## config.mk

```make
export PLATFORM = sky130hd
export DESIGN_NAME = lfst_mac
export DESIGN_NICKNAME = d
export VERILOG_FILES = /design/src/rtl/lfst_pkg.sv /design/src/rtl/lfst_mac.sv
export SDC_FILE = /design/constraint.sdc
export NUM_CORES = 2
export LEC_CHECK = 0
export BUFFER_PORTS_ARGS = -buffer_cell sky130_fd_sc_hd__buf_4
export CORE_MARGIN = 4
export CORE_UTILIZATION = 60
export DETAILED_ROUTE_END_ITERATION = 8
export GPL_TIMING_DRIVEN = 0
export PLACE_DENSITY = 0.79
export SKIP_CTS_REPAIR_TIMING = 1
export SYNTH_ARGS = -nofsm -noshare
export SYNTH_HDL_FRONTEND = slang
export SYNTH_SLANG_ARGS = --single-unit
```

## constraint.sdc

```tcl
create_clock -name clock -period 7.9 [get_ports clock]
set_clock_uncertainty 0.1 [all_clocks]
set_input_delay 1.185 -clock clock [delete_from_list [all_inputs] [get_ports clock]]
set_output_delay 1.185 -clock clock [all_outputs]
set_load 0.005 [all_outputs]
```

## src/rtl/lfst_pkg.sv

```systemverilog
`default_nettype none
package lfst_pkg;
   localparam int Features = 60;
   localparam int Users = 1024;
   localparam int Movies = 2048;
   localparam int FeatW = $clog2(Features);
   localparam int UserW = $clog2(Users);
   localparam int MovieW = $clog2(Movies);
   localparam int UfDepth = Features * Users;
   localparam int MfDepth = Features * Movies;
   localparam int UfAw = $clog2(UfDepth);
   localparam int MfAw = $clog2(MfDepth);
   localparam logic [31:0] FactorInit = 32'sd6554;
   localparam logic [23:0] LrReset = 24'd1678;

   typedef enum logic [1:0] {
      FUNC_LOAD_MOVIE = 2'd0,
      FUNC_LOAD_USER  = 2'd1,
      FUNC_TRAIN      = 2'd2,
      FUNC_PREDICT    = 2'd3
   } func_type;

   typedef enum logic {
      CSR_LEARNING_RATE   = 1'b0,
      CSR_CURRENT_FEATURE = 1'b1
   } csr_index_type;

   function automatic logic signed [31:0] sat32(input logic signed [63:0] v);
      if (v > 64'sd2147483647) begin
         return 32'sh7FFFFFFF;
      end else if (v < -64'sd2147483648) begin
         return 32'sh80000000;
      end
      return v[31:0];
   endfunction
endpackage
`default_nettype wire

```

## src/rtl/lfst_mac.sv

```systemverilog
`default_nettype none
module lfst_mac
   import lfst_pkg::*;
(
   input  wire logic               clock,
   input  wire logic               mul_en,
   input  wire logic signed [31:0] a,
   input  wire logic signed [31:0] b,
   output logic signed [63:0]      product
);
   logic signed [63:0] product_ff;

   always_ff @(posedge clock) begin
      if (mul_en) begin
         product_ff <= a * b;
      end
   end

   assign product = product_ff;
endmodule
`default_nettype wire
```

==> metrics.md <==
| Metric | Value |
|---|---|
| Status | `finished with violations` |
| Die height | `259.3 µm` |
| Clk sink count | `64` |
| Worst path most repeated cell | `fa_1` |
| Clk buf depth | `2` |
| Avg Vias per Cell | `5.924` |
| Sequential fraction of the synthesis area | `0.05073` |
| Worst setup SP type | `input port` |
| WP data required | `7910 ps` |
| Crit Path Class | `in2reg` |
| Slowest cell on crit path | `fa_2` |
| FF+latch count, synth | `64` |
| Failing checks | `setup timing` |
| Max frequency | `0.1162 GHz` |
| Congestion Overflow GR | `0` |
| Top Layer Used | `met5` |
| Post-synth EDFFs | `64` |
| IO Count | `130` |
| Crit path from | `a[31]` |
| CTS Root Cell | `clkbuf_16` |
| Row count | `91` |
| Netlist cell types | `63` |
| Reg clk slew, reported paths | `70 ps` |
| WP buf/inv | `11` |
| Routed length per instance | `26.36 µm` |
| First-pass GRT wire length | `190300 µm` |
| H-tree depth | `3` |
| Least-Margin Pin Slew | `851.3 ps` |
| RePlAce Congestion | `1.115` |
| Die ar. | `0.06722 mm²` |
| Slew margin rel. | `0.4325` |
| Via Count | `29424` |
| Final setup vio count | `22` |
| Crit end category | `register` |
| Unrepaired setup endpoints after global routing | `true` |
| Vias in the first global route | `31157` |
| Placed cells | `4850` |
| Metal2 WL | `59350 µm` |
| Num CTS Buffers | `9` |
| Top FF cell, synth | `edfxtp_1` |
| Slowest cell delay on critical path | `690 ps` |
| Hold endpoint | `product[0]` |
| Tot GR Track Use | `0.3913` |
| Routed WL | `130900 µm` |
| Final worst slack | `-704.6 ps` |
| 1st-iter DRT viols | `2907` |
| Core region area | `0.06205 mm²` |
| CTS tree | `done` |
| Initial antenna violation count | `10` |
| Max cap viols | `0` |
| Met3 wire length | `15780 µm` |
| Largest fanout on the critical path | `6` |
| Layout cells sized above 1 | `0.1560` |
| I/O Buffers | `129` |
| DR pass1 iterations | `6` |
| Max-slew violations | `0` |
| Hold Startpoint | `b[0]` |
| Critical path data arrival time | `8620 ps` |
| Synth Cell Area | `0.03788 mm²` |
| Layout area overhead | `13.13%` |
| Tcrit/Tclk final | `1.089` |
| Delay-heaviest family, CP | `adder cells` |
| Tmin final | `8605 ps` |
| # nets final | `5448` |
| DR DRC count | `0` |
| Synth warn | `0` |
| WHS Path Cells | `2` |
| Metal-1 WL | `40410 µm` |
| DP Wirelength | `106800 µm` |
| Die W | `259.3 µm` |
| Max reg flops | `64` |
| Final hold viol count | `0` |
| Worst hold path class | `in2reg` |
| Syn Nets | `5216` |
| Pin count of the biggest net entering global routing | `65` |
| Cells after Synth | `3884` |
| Fin cells | `4967` |
| Synth Area per Inst | `9.753 µm²` |
| Post-synth ARST share | `0` |
| Initial core utilization | `0.6105` |
| Post-route ant nets | `0` |
==> worst max-delay path by stage <==
stage / end / slack, ps / cells after the start
4_1_cts: product[62] / -1910 / 23
3_3_place_gp: product[60] / -2240 / 23
6_report: product[60] / -700 / 30
2_1_floorplan: product[62] / -500 / 25
5_1_grt: product[60] / -840 / 30
3_5_place_dp: product[62] / -2290 / 23
==> synthesized netlist by cell type (4+ instances only) <==
library cell	number	area, µm²
a21o_1	23	172.7
a21oi_1	68	340.3
fa_1	1082	21660
or3_1	4	25.02
edfxtp_1	64	1922
clkbuf_1	195	732.0
o31ai_1	6	45.04
xnor2_1	53	464.2
nor3_1	6	30.03
o21ai_0	28	140.1
a31oi_1	12	75.07
a211oi_1	4	30.03
o21a_1	4	30.03
nand2_1	511	1918
inv_1	952	3573
and3_1	7	43.79
ha_1	184	2302
xor2_1	22	192.7
nor2_1	42	157.7
nand4_1	7	43.79
and2_1	516	3228
nand3_1	15	75.07
o21bai_1	15	112.6
nand2b_1	9	56.30
==> stage by stage <==
stage	setup WS, ps	setup TNS (ps)	cell area (µm²)	hold WS, ps	util
after CTS	-1911	-42590	40420	1154	0.6514
after detailed placement	-2287	-58930	40120	1483	0.6466
final	-704.6	-7542	42860	1167	0.6907
after global placement	-2245	-56810	40120	1483	0.6466
after global routing	-840.2	-10490	42830	1159	0.6903
after floorplan	-504.8	-2413	38110	1198	-
==> kinds of logic after synthesis <==
group	after synthesis	share of synthesized area
adders and majority gates	1266	0.6326
AOI/OAI and AO/OA	193	0.03405
buffers and inverters	1152	0.1142
DFF	64	0.05073
and+or+nand+nor	1134	0.1511
xor gates and xnor gates	75	0.01734
==> placed cells by master, fill, tap and decap left out, drive strengths merged, types with 13 or more instances in the layout <==
master / count
fa: 1082
inv: 948
and2: 516
nand2: 511
buf: 340
ha: 184
clkbuf: 90
a21oi: 68
edfxtp: 64
xnor2: 53
nor2: 42
o21ai: 31
a21o: 25
xor2: 22
o21bai: 15
nand3: 15
a31oi: 13
==> final cells by class <==
type                       count  area (µm²)
multi-input combinational   2668       32610
clock buffer                   9       225.2
inverter                     952        3600
clock inverter                 7       71.32
timing repair buffer         225        1775
sequential                    64        1922
fill                        4727       19200
tap                          837        1047
buffer                       196        1587
antenna                        9       22.52
==> layer usage <==
| metal | up-vias | global-route usage |
|---|---|---|
| li1 | 11602 | - |
| met1 | 14901 | 0.4505 |
| met2 | 2120 | 0.6099 |
| met3 | 799 | 0.1116 |
| met4 | 2 | 0.3241 |
| met5 | - | 0.002193 |
Power is not shown: default switching activity piles up to over one toggle a cycle in this logic, so the estimate is an artifact.
